--- src/brte_pkg.sv ---
// ----------------------------------------------------------------------------
// brte_pkg
// Shared types and constants for the base relocation table encoder.
// ----------------------------------------------------------------------------
package brte_pkg;

  localparam int unsigned PAGE_SHIFT  = 12;
  localparam int unsigned QUEUE_DEPTH = 4;

  localparam logic [3:0]  ENTRY_HIGHLOW = 4'h3;
  localparam logic [31:0] HEADER_BYTES  = 32'd8;

  // Write steps of one command, emitted lowest index first
  localparam int unsigned STEP_PAD   = 0;
  localparam int unsigned STEP_PATCH = 1;
  localparam int unsigned STEP_HDR   = 2;
  localparam int unsigned STEP_SIZE  = 3;
  localparam int unsigned STEP_ENTRY = 4;
  localparam int unsigned NUM_STEPS  = 5;

  typedef logic [NUM_STEPS-1:0] step_mask_t;

  typedef struct packed {
    step_mask_t  steps;
    logic [31:0] pad_off;
    logic [31:0] patch_off;
    logic [31:0] patch_len;
    logic [31:0] base;       // header offset of the new block, or entry offset
    logic [19:0] page_base;
    logic [11:0] entry_low;
    logic [31:0] table_len;
  } brte_cmd_t;

endpackage

--- src/brte_front.sv ---
// ----------------------------------------------------------------------------
// brte_front
// Accepts add/close items, tracks the open page and table length, and turns
// each item into at most one command listing the writes it needs.
// ----------------------------------------------------------------------------
module brte_front
  import brte_pkg::*;
(
  input  logic        clk,
  input  logic        rst,
  input  logic        in_valid,
  output logic        in_stall,
  input  logic        opcode,
  input  logic [31:0] reloc_address,
  input  logic        q_full,
  output logic        push,
  output brte_cmd_t   cmd
);

  logic [31:0] table_bytes;
  logic [19:0] open_page;
  logic [31:0] header_position;

  logic [31:0] table_bytes_next;
  logic [19:0] page;
  logic        empty;
  logic        change;
  logic        closing;
  logic        opening;
  logic        pad;
  logic [31:0] len;
  logic [31:0] pad_inc;
  logic [31:0] tb1;
  logic [3:0]  inc;
  logic        accept;

  assign in_stall = q_full;
  assign accept   = in_valid && !in_stall;

  always_comb begin
    page    = reloc_address[31:PAGE_SHIFT];
    empty   = (table_bytes == 32'd0);
    change  = !empty && (page != open_page);
    closing = opcode ? !empty : change;
    opening = !opcode && (empty || change);
    len     = table_bytes - header_position;
    pad     = closing && len[1];
    pad_inc = {30'd0, pad, 1'b0};
    tb1     = table_bytes + pad_inc;
    if (opening) begin
      inc = pad ? 4'd12 : 4'd10;
    end else begin
      inc = 4'd2;
    end
    table_bytes_next = opcode ? 32'd0 : (table_bytes + {28'd0, inc});

    cmd.steps[STEP_PAD]   = pad;
    cmd.steps[STEP_PATCH] = closing;
    cmd.steps[STEP_HDR]   = opening;
    cmd.steps[STEP_SIZE]  = opening;
    cmd.steps[STEP_ENTRY] = !opcode;
    cmd.pad_off           = table_bytes;
    cmd.patch_off         = header_position + 32'd4;
    cmd.patch_len         = len + pad_inc;
    cmd.base              = tb1;
    cmd.page_base         = page;
    cmd.entry_low         = reloc_address[PAGE_SHIFT-1:0];
    cmd.table_len         = table_bytes_next;
  end

  // close on an empty table has nothing to write
  assign push = accept && (!opcode || !empty);

  always_ff @(posedge clk) begin
    if (rst) begin
      table_bytes     <= '0;
      open_page       <= '0;
      header_position <= '0;
    end else if (accept) begin
      table_bytes <= table_bytes_next;
      if (opcode) begin
        open_page       <= '0;
        header_position <= '0;
      end else if (opening) begin
        open_page       <= page;
        header_position <= tb1;
      end
    end
  end

  a_close_clears: assert property (@(posedge clk) disable iff (rst)
    (accept && opcode) |=> (table_bytes == 32'd0 && header_position == 32'd0))
    else $error("close did not clear table state");

  a_no_push_full: assert property (@(posedge clk) disable iff (rst)
    push |-> !q_full)
    else $error("command pushed into full queue");

  a_open_has_entry: assert property (@(posedge clk) disable iff (rst)
    push |-> (cmd.steps[STEP_ENTRY] || cmd.steps[STEP_PATCH]))
    else $error("command with no closing or entry write");

endmodule

--- src/brte_queue.sv ---
// ----------------------------------------------------------------------------
// brte_queue
// Small command FIFO between the front and back parts.
// ----------------------------------------------------------------------------
module brte_queue
  import brte_pkg::*;
#(
  parameter int unsigned DEPTH = QUEUE_DEPTH
) (
  input  logic      clk,
  input  logic      rst,
  input  logic      push,
  input  brte_cmd_t push_data,
  output logic      full,
  input  logic      pop,
  output logic      not_empty,
  output brte_cmd_t head
);

  localparam int unsigned PTR_W = (DEPTH > 1) ? $clog2(DEPTH) : 1;
  localparam int unsigned CNT_W = $clog2(DEPTH + 1);
  localparam logic [PTR_W-1:0] LAST_PTR = PTR_W'(DEPTH - 1);
  localparam logic [CNT_W-1:0] FULL_CNT = CNT_W'(DEPTH);

  brte_cmd_t        mem [DEPTH];
  logic [PTR_W-1:0] wr_ptr;
  logic [PTR_W-1:0] rd_ptr;
  logic [CNT_W-1:0] count;

  assign full      = (count == FULL_CNT);
  assign not_empty = (count != '0);
  assign head      = mem[rd_ptr];

  always_ff @(posedge clk) begin
    if (push) begin
      mem[wr_ptr] <= push_data;
    end
  end

  always_ff @(posedge clk) begin
    if (rst) begin
      wr_ptr <= '0;
      rd_ptr <= '0;
      count  <= '0;
    end else begin
      if (push) begin
        wr_ptr <= (wr_ptr == LAST_PTR) ? '0 : wr_ptr + 1'b1;
      end
      if (pop) begin
        rd_ptr <= (rd_ptr == LAST_PTR) ? '0 : rd_ptr + 1'b1;
      end
      if (push && !pop) begin
        count <= count + 1'b1;
      end else if (pop && !push) begin
        count <= count - 1'b1;
      end
    end
  end

  a_no_underflow: assert property (@(posedge clk) disable iff (rst)
    pop |-> not_empty)
    else $error("pop from empty command queue");

  a_count_range: assert property (@(posedge clk) disable iff (rst)
    count <= FULL_CNT)
    else $error("queue count beyond depth");

  a_push_counts: assert property (@(posedge clk) disable iff (rst)
    (push && !pop) |=> (count == $past(count) + 1'b1))
    else $error("queue count missed a push");

endmodule

--- src/brte_back.sv ---
// ----------------------------------------------------------------------------
// brte_back
// Walks the steps of the head command and emits one write per transfer
// through a registered output stage.
// ----------------------------------------------------------------------------
module brte_back
  import brte_pkg::*;
(
  input  logic        clk,
  input  logic        rst,
  input  logic        q_not_empty,
  input  brte_cmd_t   head,
  output logic        pop,
  output logic        out_valid,
  input  logic        out_stall,
  output logic [31:0] byte_offset,
  output logic [31:0] data_value,
  output logic        is_word32,
  output logic        last_of_run,
  output logic [31:0] table_length
);

  step_mask_t  done;
  step_mask_t  remaining;
  step_mask_t  sel;
  logic        last;
  logic        advance;
  logic        emit;
  logic [31:0] off_add;
  logic [31:0] wr_off;
  logic [31:0] wr_data;
  logic        wr_word;

  assign remaining = head.steps & ~done;
  assign sel       = remaining & (~remaining + 1'b1); // lowest pending step
  assign last      = ((remaining & ~sel) == '0);
  assign advance   = !out_valid || !out_stall;
  assign emit      = advance && q_not_empty;
  assign pop       = emit && last;

  always_comb begin
    off_add = 32'd0;
    wr_data = 32'd0;
    wr_word = 1'b1;
    wr_off  = head.base;
    if (sel[STEP_PAD]) begin
      wr_off  = head.pad_off;
      wr_word = 1'b0;
    end else if (sel[STEP_PATCH]) begin
      wr_off  = head.patch_off;
      wr_data = head.patch_len;
    end else if (sel[STEP_HDR]) begin
      wr_data = {head.page_base, {PAGE_SHIFT{1'b0}}};
    end else if (sel[STEP_SIZE]) begin
      off_add = 32'd4;
      wr_data = HEADER_BYTES;
    end else begin
      off_add = head.steps[STEP_HDR] ? 32'd8 : 32'd0;
      wr_data = {16'd0, ENTRY_HIGHLOW, head.entry_low};
      wr_word = 1'b0;
    end
    if (!sel[STEP_PAD] && !sel[STEP_PATCH]) begin
      wr_off = head.base + off_add;
    end
  end

  always_ff @(posedge clk) begin
    if (rst) begin
      out_valid <= 1'b0;
      done      <= '0;
    end else if (advance) begin
      out_valid <= q_not_empty;
      if (emit) begin
        done <= last ? '0 : (done | sel);
      end
    end
  end

  always_ff @(posedge clk) begin
    if (emit) begin
      byte_offset  <= wr_off;
      data_value   <= wr_data;
      is_word32    <= wr_word;
      last_of_run  <= last;
      table_length <= head.table_len;
    end
  end

  a_done_subset: assert property (@(posedge clk) disable iff (rst)
    q_not_empty |-> ((done & ~head.steps) == '0))
    else $error("finished steps outside head command");

  a_sel_onehot: assert property (@(posedge clk) disable iff (rst)
    emit |-> $onehot(sel))
    else $error("no single step chosen for a write");

  a_done_idle: assert property (@(posedge clk) disable iff (rst)
    !q_not_empty |-> (done == '0))
    else $error("step progress kept with empty queue");

endmodule

--- src/base_relocation_table_encoder_unit.sv ---
// ----------------------------------------------------------------------------
// base_relocation_table_encoder_unit
// Base relocation table encoder: add/close items in, byte-offset writes out.
// ----------------------------------------------------------------------------
// Input channel (in_valid/in_stall): opcode 0 adds reloc_address, opcode 1
// closes the table. Output channel (out_valid/out_stall): one transfer per
// table write, with byte_offset, data_value, is_word32, last_of_run and
// table_length (the length after the whole item).
// An add in the open page makes one write; an add that opens a page makes
// three, plus one or two more when it closes the previous page. A close
// makes one or two writes, none on an empty table.
// With the queue empty, the first write of an item passes through the command
// queue and then the registered output stage. The back end emits one write per
// cycle while the output is not stalled, so the table sustains one item per
// cycle while pages stay the same; multi-write items drain through the command
// queue (DEPTH entries), and input stalls only when that queue is full.
// A stalled output holds its write; the queue keeps taking items until full.
// Reset clears the table length, open page and header position, empties the
// queue and drops out_valid; no clearing pass is needed.
// ----------------------------------------------------------------------------
module base_relocation_table_encoder_unit
  import brte_pkg::*;
#(
  parameter int unsigned DEPTH = QUEUE_DEPTH
) (
  input  logic        clk,
  input  logic        rst,
  input  logic        in_valid,
  output logic        in_stall,
  input  logic        opcode,
  input  logic [31:0] reloc_address,
  output logic        out_valid,
  input  logic        out_stall,
  output logic [31:0] byte_offset,
  output logic [31:0] data_value,
  output logic        is_word32,
  output logic        last_of_run,
  output logic [31:0] table_length
);

  brte_cmd_t push_cmd;
  brte_cmd_t head_cmd;
  logic      push;
  logic      pop;
  logic      q_full;
  logic      q_not_empty;

  brte_front u_front (
    .clk           (clk),
    .rst           (rst),
    .in_valid      (in_valid),
    .in_stall      (in_stall),
    .opcode        (opcode),
    .reloc_address (reloc_address),
    .q_full        (q_full),
    .push          (push),
    .cmd           (push_cmd)
  );

  brte_queue #(
    .DEPTH (DEPTH)
  ) u_queue (
    .clk       (clk),
    .rst       (rst),
    .push      (push),
    .push_data (push_cmd),
    .full      (q_full),
    .pop       (pop),
    .not_empty (q_not_empty),
    .head      (head_cmd)
  );

  brte_back u_back (
    .clk          (clk),
    .rst          (rst),
    .q_not_empty  (q_not_empty),
    .head         (head_cmd),
    .pop          (pop),
    .out_valid    (out_valid),
    .out_stall    (out_stall),
    .byte_offset  (byte_offset),
    .data_value   (data_value),
    .is_word32    (is_word32),
    .last_of_run  (last_of_run),
    .table_length (table_length)
  );

endmodule
--- config.mk ---
export PLATFORM = sky130hd
export DESIGN_NAME = base_relocation_table_encoder_unit
export DESIGN_NICKNAME = d
export VERILOG_FILES = /design/src/brte_pkg.sv /design/src/brte_front.sv /design/src/brte_queue.sv /design/src/brte_back.sv /design/src/base_relocation_table_encoder_unit.sv
export SDC_FILE = /design/constraint.sdc
export NUM_CORES = 1
export LEC_CHECK = 0
export BUFFER_PORTS_ARGS = -buffer_cell sky130_fd_sc_hd__buf_4
export CELL_PAD_IN_SITES_DETAIL_PLACEMENT = 1
export CELL_PAD_IN_SITES_GLOBAL_PLACEMENT = 2
export CORE_ASPECT_RATIO = 2
export CORE_UTILIZATION = 42
export DETAILED_ROUTE_END_ITERATION = 12
export MAX_ROUTING_LAYER = met4
export PLACE_DENSITY_LB_ADDON = 0.1
export SYNTH_ARGS = -nofsm -noshare
export SYNTH_HDL_FRONTEND = slang
export SYNTH_SLANG_ARGS = --single-unit
--- constraint.sdc ---
create_clock -name clk -period 9.05 [get_ports clk]
set_clock_uncertainty 0.15 [all_clocks]
set_input_delay 1.81 -clock clk [delete_from_list [all_inputs] [get_ports clk]]
set_output_delay 1.81 -clock clk [all_outputs]
set_load 0.01 [all_outputs]
==> results.ini, run 1 <==
[drt]
dr_total_vias = 22500
detail_route.wl_per_cell_um = 27.2
met2WireLength_mm = 58.5
viasPerCell = 5.66
drt_iter0_drc = 1322
highest_layer = met4
drc = 0
dr.pass1.iters = 5
drtAntennaViolNets = 0
wl_met3_mm = 4.00
wl_met1_mm = 42.3
totalWireLength_mm = 108

[cells_and_area]
layout-drive-gt1-share_pct = 20.3
fin_util_pct = 48.0
final_area_um2 = 46200
n_antenna_cell = 0
final_nets = 2760
final_cells = 3969
syn_to_final_growth_pct = 13.0

[timing]
setup_tns_ns = 0
setup_violations = 0
max_slew_margin_pct = 26.0
finalHoldViolCount = 0
grt_setup_unrepaired = no
fin_hold_ws_ns = 0.329
min_period_ns = 6.71
drv_slew = 0
max_slew.worst_pin.slew_ns = 1.11
fmax_mhz = 149
layout_worst_path_cycle_share_pct = 74.1

[yosys]
synth_fp_nets = 2625
ys_warn_count = 0
yosysTopAreaCell = edfxtp_1
synth_cell_type_count = 90
synth_seq_cells = 977
seq_area_frac_synth_pct = 69.3
syn_avg_cell_area_um2 = 16.1
synthArstFlopShare_pct = 0
synth_area_leaders = edfxtp_1 64%, mux4_2 10%, dfxtp_1 4.8%, xnor2_1 2.3%, nor2_1 1.7%
yosysTopAreaCellShare_pct = 64.5
synth_edf_count = 878
syn-cell-area_um2 = 40900
synth_ff_type = edfxtp_1
synthCells = 2538

[floorplan]
rows = 161
start_util_pct = 42.5
die_h_um = 443
die_area_um2 = 98700
core_area_um2 = 96300
ios = 137
die_x_um = 223

[clock_tree]
cts_resized = 0
post_cts_buffers = 0
cts_buffers = 88
path_clk_slew_ns = 0.06
hold_buffers = 0
cts_max_level = 3
root_buffer = clkbuf_16
cts_tree = yes
cts_buffer_depth = 3
worst_skew_pair.late_latency_ns = 0.69
cts.sinks = 977

[placement]
place_congestion = 0.797
port_buffers = 136
hpwl_mm = 69.0
dp_cells = 3805
place_area_um2 = 43300

[power_and_ir_drop]
power.density_nw_per_um2 = 277
ir_worst_vdd_mv = 0.344
power.leakage_nw = 15.5

[global_route]
grt_overflow = 0
antenna_found_initial = 1
groute.usage.overall_pct = 23.0
grt_max_degree = 124
grt_pass1_wl_mm = 162
grt_pass1_vias = 25200

[critical_path]
crit_path_start_kind = primary input
cp_data_arrival_time_ns = 6.96
worstSetupEndpointType = flop
crit_type = primary input to flop
worstReg2RegEnd = u_queue.mem[2][29]
r2r_cells = 16
critPathRequiredTime_ns = 9.30
worst-r2r-setup-slack_ns = 2.80
critPathLaunch = reloc_address[15]
cp-endpoint = u_queue.mem[2][29]
critPathMaxFanout = 8
r2r-start = u_front.table_bytes[24]

[flow_run]
cap_violations = 0

[status]
status = finished, final reports clean

[min_path]
holdCritPathClass = flop to flop

-- registers in the layout, summed over array words and instances (netlist names), named ones only --
register and count:
u_back.done 5, u_queue.wr_ptr 2, u_queue.count 3, u_front.header_position 32, u_back.byte_offset 32, u_back.last_of_run 1, u_back.out_valid 1, u_front.table_bytes 32
u_back.data_value 32, u_back.table_length 32, u_queue.mem 780, u_front.open_page 20, u_back.is_word32 1, u_queue.rd_ptr 2
-- cell usage in the layout (no fill, tap or decap), types with 55 or more instances in the layout --
cell type | netlist | routed
a21oi_1 | 109 | 108
a22oi_1 | 55 | 55
buf_4 | 9 | 174
clkbuf_16 | 0 | 91
dfxtp_1 | 99 | 97
edfxtp_1 | 878 | 878
mux4_2 | 188 | 188
nand2_1 | 180 | 180
nor2_1 | 190 | 188
o21ai_0 | 73 | 73
xnor2_1 | 107 | 107
xor2_1 | 73 | 73
-- power breakdown --
group	switching (mW)	internal, mW
logic	1.93	1.30
clock network	1.66	2.14
registers	0.186	5.59
total	3.78	9.03
-- per-layer routing --
metal / vias to the layer above / GRT usage [%]
li1: 10100 / -
met1: 11800 / 26.2
met2: 469 / 41.6
met3: 135 / 2.65
met4: 0 / 7.89
met5: - / -
-- layout make-up --
class	instances	area, um^2
inverters	51	191
clock inverters	44	442
clock buffers	120	2460
well taps	1222	1530
flip-flops and latches	977	28400
multi-input cells	1376	11800
repair buffers	179	1410
fillers	9195	50100
-- worst max-delay path, cell delays in order --
cell,delay [ns]
buf_4,0.13
xor2_1,0.22
nor4_1,0.66
nand2_1,0.35
or3_1,0.51
nor2b_1,0.22
and2_1,0.35
nand2_1,0.20
ha_1,0.20
inv_1,0.06
fa_1,0.37
nor2b_1,0.19
o211a_1,0.31
nand2_1,0.18
nor2_1,0.20
and3_1,0.28
nand3_1,0.18
nor2_1,0.29
xnor2_1,0.15
nor2_1,0.09
-- worst min path at each step --
stage / startpoint / to / slack [ns] / cells after the start
6_report: u_back.done[3] / u_back.done[3] / 0.33 / 2
4_1_cts: u_back.done[4] / u_back.done[4] / 0.33 / 2
3_3_place_gp: u_back.done[4] / u_back.done[4] / 0.30 / 2
5_1_grt: u_back.done[4] / u_back.done[4] / 0.38 / 2
2_1_floorplan: u_back.done[4] / u_back.done[4] / 0.29 / 2
3_5_place_dp: u_back.done[3] / u_back.done[3] / 0.32 / 2
-- cells by family after synthesis --
group,synth area share (%)
buf+inv,1.91
flops,69.3
xor+xnor,3.92
simple gates,6.86
fa+ha+maj,1.60
compound gates,5.65
mux,10.7
-- through the flow --
stage          setup slack [ns]  power (mW)
3_5_place_dp               1.46        9.21
2_1_floorplan             0.477        7.92
4_1_cts                    2.22        13.0
3_3_place_gp               1.51        9.15
6_report                   2.34        12.8
5_1_grt                    1.99        13.4
-- synthesized netlist by cell type, types with 13 or more instances --
cell	count
a21oi_1	109
a22o_1	26
a22oi_1	55
and2_1	14
and3_1	22
buf_2	26
clkbuf_1	85
dfxtp_1	99
edfxtp_1	878
ha_1	46
inv_1	51
mux2i_1	14
mux4_2	188
nand2_1	180
nand3_1	46
nand4_1	25
nor2_1	190
nor2b_1	13
nor3_1	31
nor4_1	13
o21ai_0	73
or3_1	17
xnor2_1	107
xor2_1	73
Note: power is estimated with default switching activity, not from simulation.
==> run 2: changes to the inputs <==
==> constraint.sdc (replaced) <==
create_clock -name clk -period 5.9 [get_ports clk]
set_clock_uncertainty 0.15 [all_clocks]
set_input_delay 1.18 -clock clk [delete_from_list [all_inputs] [get_ports clk]]
set_output_delay 1.18 -clock clk [all_outputs]
set_load 0.01 [all_outputs]
==> results.ini, run 2 (synthesis results as in run 1) <==
[status]
status = finished, final reports clean

[global_route]
grt.met1_usage_pct = 25.9  ; -0.30 points
grt_max_degree = 89  ; -28%
grt_pass1_vias = 25600  ; +1.9%
groute.usage.overall_pct = 23.0  ; +0.029 points
gr-usage-met2_pct = 41.7  ; +0.16 points
grt_overflow = 0  ; unchanged
antenna_found_initial = 0  ; -1
grt_busiest_layer = met2
grtUsageMet3_pct = 2.95  ; +0.30 points
grt_pass1_wl_mm = 162  ; -0.21%

[drt]
drtAntennaViolNets = 0  ; unchanged
totalWireLength_mm = 109  ; +0.71%
dr_total_vias = 23000  ; +2.4%
detail_route.wl_per_cell_um = 26.7  ; -2.0%
drc = 0  ; unchanged
drt_iter0_drc = 1423  ; +7.6%
dr.pass1.iters = 5  ; unchanged
viasPerCell = 5.64  ; -0.33%

[clock_tree]
post_cts_buffers = 0  ; unchanged
cts_buffers = 87  ; -1.1%
hold_buffers = 0  ; unchanged
cts_max_level = 3  ; unchanged
cts_buffer_depth = 3  ; unchanged
cts.sinks = 977  ; unchanged
cts_resized = 0  ; unchanged
cts_tree = yes
path_clk_slew_ns = 0.07  ; about the same
root_buffer = clkbuf_16
worst_skew_pair.late_latency_ns = 0.69  ; about the same

[cells_and_area]
final_area_um2 = 47100  ; +1.8%
final_nets = 2869  ; +3.9%
fin_util_pct = 48.9  ; +0.88 points
largest_register_ffs = 780  ; unchanged
n_antenna_cell = 0  ; unchanged
top_register = u_queue.mem
layout_commonest_cell = edfxtp_1
layout-drive-gt1-share_pct = 23.0  ; +2.7 points
final_cell_mix = 878 x edfxtp_1, 276 x buf_4, 189 x nor2_1
syn_to_final_growth_pct = 15.1

[timing]
finalHoldViolCount = 0  ; unchanged
grt_setup_unrepaired = no
setup_tns_ns = 0  ; unchanged
max_slew.worst_pin.slew_ns = 0.966  ; -0.140 ns
max_slew_margin_pct = 35.6  ; +9.6 points
drv_slew = 0  ; unchanged
setup_violations = 0  ; unchanged
fin_ws_ns = 0.478  ; -1.86 ns
min_period_ns = 5.42
layout_worst_path_cycle_share_pct = 91.9
fmax_mhz = 184

[power_and_ir_drop]
p_total_mw = 19.6  ; +53%
ir_worst_vdd_mv = 0.306  ; -11%
power.density_nw_per_um2 = 416  ; +50%
power.leakage_nw = 16.1  ; +3.4%

[critical_path]
worstSetupEndpointType = flop
critPathMaxFanout = 28  ; +20
crit_path_start_kind = flop
critPathRequiredTime_ns = 6.19  ; -3.11 ns
crit_type = flop to flop
cp_data_arrival_time_ns = 5.71  ; -1.25 ns

[placement]
post-place-ws_ns = -0.0114  ; -1.47 ns
hpwl_mm = 71.6  ; +3.8%
port_buffers = 136  ; unchanged
place_congestion = 0.823  ; +3.4%
place_area_um2 = 44200  ; +2.1%

[min_path]
hp-start = u_back.done[3]
holdCritPathClass = flop to flop

[floorplan]
die_h_um = 443  ; unchanged
die_area_um2 = 98700  ; unchanged
core_area_um2 = 96300  ; unchanged
die_x_um = 223  ; unchanged
rows = 161  ; unchanged
ios = 137  ; unchanged
start_util_pct = 42.5  ; unchanged

[flow_run]
cap_violations = 0  ; unchanged

## run 2: cell types whose count changed in the layout (fill, tap and decap cells not counted), moves of 4 or more
cell        before  now
clkinv_1         5   14
buf_4          174  276
inv_6            4    0
clkinv_2        23   16
clkinvlp_4       2    6
buf_12           5   13
## run 2: cell type report
cell class	instances	area, um^2
Sequential cell	977	28400
Fill cell	9185	49200
Multi-Input combinational cell	1376	11800
Inverter	51	191
Timing Repair Buffer	289	2330
Clock buffer	117	2410
Clock inverter	46	408
Tap cell	1222	1530
## run 2: path summary, 6_finish.rpt
path,end,slack [ns],cells past startpoint
worst min register to register,u_back.done[3],0.34,2
worst min-delay path,u_back.done[3],0.34,2
worst max register to register,u_back.byte_offset[24],0.48,18
worst max-delay path,u_back.byte_offset[24],0.48,18
## run 2: power breakdown
part	internal, mW	switching, mW
clock network	3.15	2.54
logic	2.06	3.00
registers	8.56	0.246
## run 2: stage by stage
stage,hold slack (ns),std cells
after floorplan,0.287,2538
final,0.345,4078
after CTS,0.349,4078
after global routing,0.366,4078
after detailed placement,0.334,3915
after global placement,0.301,3915
## run 2: critical path: stages, from the launching register on
cell,delay (ns)
dfxtp_4,0.66
nor2b_1,0.11
a211oi_1,0.47
a211oi_4,0.08
nor2_1,0.23
and3_1,0.28
ha_1,0.24
inv_1,0.07
fa_1,0.45
and4b_1,0.36
and4_1,0.36
nand3_1,0.24
nor2_1,0.24
nand3_1,0.35
xor2_1,0.29
nor2_1,0.06
a21oi_1,0.21
o21ai_0,0.12
buf_4,0.21
## run 2: layer usage
metal | vias up | share of wire [%] | wire (um)
met4 | 0 | 3.0 | 3210
met2 | 471 | 55 | 59400
met1 | 12100 | 39 | 42600
li1 | 10300 | - | -
met5 | - | 0 | 0
met3 | 171 | 3.3 | 3540
==> run 3: changes to the inputs <==
--- a/config.mk
+++ b/config.mk
@@ -13,6 +13,7 @@
 export DETAILED_ROUTE_END_ITERATION = 12
 export MAX_ROUTING_LAYER = met4
 export PLACE_DENSITY_LB_ADDON = 0.1
+export SKIP_CTS_REPAIR_TIMING = 1
 export SYNTH_ARGS = -nofsm -noshare
 export SYNTH_HDL_FRONTEND = slang
 export SYNTH_SLANG_ARGS = --single-unit
==> constraint.sdc (replaced) <==
create_clock -name clk -period 5.9 [get_ports clk]
set_clock_uncertainty 0.15 [all_clocks]
set_input_delay 1.475 -clock clk [delete_from_list [all_inputs] [get_ports clk]]
set_output_delay 1.475 -clock clk [all_outputs]
set_load 0.01 [all_outputs]
==> results.ini, run 3 (synthesis results as in run 1) <==
[placement]
post-place-ws_ns = -0.347  ; -0.336 ns
port_buffers = 136  ; unchanged
place_area_um2 = 44400  ; +0.27%
hpwl_mm = 70.7  ; -1.3%
place_congestion = 0.800  ; -2.8%

[floorplan]
die_h_um = 443  ; unchanged
start_util_pct = 42.5  ; unchanged
ios = 137  ; unchanged
die_x_um = 223  ; unchanged
die_area_um2 = 98700  ; unchanged
rows = 161  ; unchanged
core_area_um2 = 96300  ; unchanged

[timing]
finalHoldViolCount = 0  ; unchanged
max_slew_margin_pct = 31.7  ; -4.0 points
min_period_ns = 5.60  ; +0.176 ns
fmax_mhz = 179  ; -3.1%
setup_violations = 0  ; unchanged
fin_ws_ns = 0.302  ; -0.176 ns
max_slew.worst_pin.slew_ns = 1.03  ; +0.0596 ns
layout_worst_path_cycle_share_pct = 94.9  ; +3.0 points
drv_slew = 0  ; unchanged
grt_setup_unrepaired = no
fin_hold_ws_ns = 0.339  ; -0.00536 ns

[flow_run]
cap_violations = 0  ; unchanged

[cells_and_area]
top_register = u_queue.mem
multi_input_area_um2 = 11800  ; unchanged
syn_to_final_growth_pct = 16.1
layout-drive-gt1-share_pct = 23.7  ; +0.75 points
largest_register_ffs = 780  ; unchanged
layout_commonest_cell = edfxtp_1
regArea_um2 = 28400  ; unchanged
nFillCells = 9181  ; -0.044%
final_cell_mix = 878 x edfxtp_1, 292 x buf_4, 189 x nor2_1
fin_util_pct = 49.3  ; +0.45 points
final_area_um2 = 47500  ; +0.92%
final_nets = 2887  ; +0.63%

[clock_tree]
cts_buffers = 89  ; +2.3%
cts_max_level = 3  ; unchanged
cts_buffer_depth = 3  ; unchanged
cts_tree = yes
path_clk_slew_ns = 0.06  ; about the same
worst_skew_pair.late_latency_ns = 0.69  ; about the same
root_buffer = clkbuf_16
cts.sinks = 977  ; unchanged

[global_route]
grt_max_degree = 96  ; +7.9%
grt_overflow = 0  ; unchanged
antenna_found_initial = 1  ; +1
grt_pass1_wl_mm = 162  ; +0.17%
grt_pass1_vias = 25500  ; -0.74%
groute.usage.overall_pct = 23.0  ; -0.063 points

[power_and_ir_drop]
power.density_nw_per_um2 = 421  ; +1.4%
ir_worst_vdd_mv = 0.658  ; +110%
power.leakage_nw = 16.3  ; +1.4%

[critical_path]
critPathRequiredTime_ns = 6.14  ; -0.05 ns
cp_top_family = simple AND/OR/NAND/NOR gates
critPathMaxFanout = 4  ; -86%
critical-path-slowest-cell = fa_1
cp_slowest_stage_delay_ns = 0.38  ; -0.28 ns
crit_path_start_kind = primary input
path_cells = buf_4 > xor2_1 > nor4_1 > buf_4 > nand2_1 > buf_4 > or3_1 > nor2b_1 > and2_1 > nand2_1 > ha_1 > inv_1 > fa_1 > nor2b_1 > o211a_1 > nand2_1 > nor2_1 > buf_4 > and3_1 > nand3_1 > nor2_1 > xnor2_1 > nor2_1
path_buf_inv = 5  ; +3
cp_data_arrival_time_ns = 5.84  ; +0.13 ns
worstSetupEndpointType = flop
crit_top_cell = buf_4
crit_type = primary input to flop

[drt]
detail_route.wl_per_cell_um = 26.4  ; -1.0%
drtAntennaViolNets = 0  ; unchanged
drt_iter0_drc = 1208  ; -15%
dr_total_vias = 23100  ; +0.22%
totalWireLength_mm = 108  ; -0.54%
dr.pass1.iters = 5  ; unchanged
drc = 0  ; unchanged
viasPerCell = 5.63  ; -0.27%

[status]
status = finished, final reports clean

[min_path]
holdCritPathClass = flop to flop

run 3: worst paths after layout:
kind | startpoint | cells after the start | slack [ns] | to
worst max-delay path | reloc_address[15] | 23 | 0.30 | u_queue.mem[3][31]
worst min-delay path | u_back.done[3] | 2 | 0.34 | u_back.done[3]
worst max register to register | flop | 16 | 0.56 | u_back.byte_offset[24]
worst min register to register | u_back.done[3] | 2 | 0.34 | u_back.done[3]
run 3: metrics by stage:
step	std cells	setup TNS (ns)	power, mW
after detailed placement	3931	-5.89	14.1
after global routing	4098	0	20.9
after floorplan	2538	0	12.1
after CTS	4097	0	20.4
after global placement	3931	-4.02	14.0
final	4098	0	20.0
run 3: report_power, final:
part / leakage (nW) / internal [mW] / switching, mW
registers: 9.37 / 8.57 / 0.238
logic: 5.41 / 2.06 / 2.97
clock network: 1.51 / 3.60 / 2.58
total: 16.3 / 14.2 / 5.78
run 3: layer usage:
layer	part of all wire [%]	GRT usage, %
met1	40	26.1
met4	2.7	6.86
met2	55	41.8
met3	2.8	2.93
met5	0	-
run 3: worst min-delay path, cell delays in order (launching register included):
cell     delay (ns)
dfxtp_1        0.34
a21oi_1        0.05
nor2_1         0.07
run 3: area by class of cell:
type | count | area share [%]
flip-flops and latches | 977 | 59.7
multi-input cells | 1376 | 24.9
clock buffers | 125 | 5.46
repair buffers | 305 | 5.16
well taps | 1222 | 3.22
clock inverters | 41 | 1.14
inverters | 51 | 0.403
diodes | 1 | 0.00527
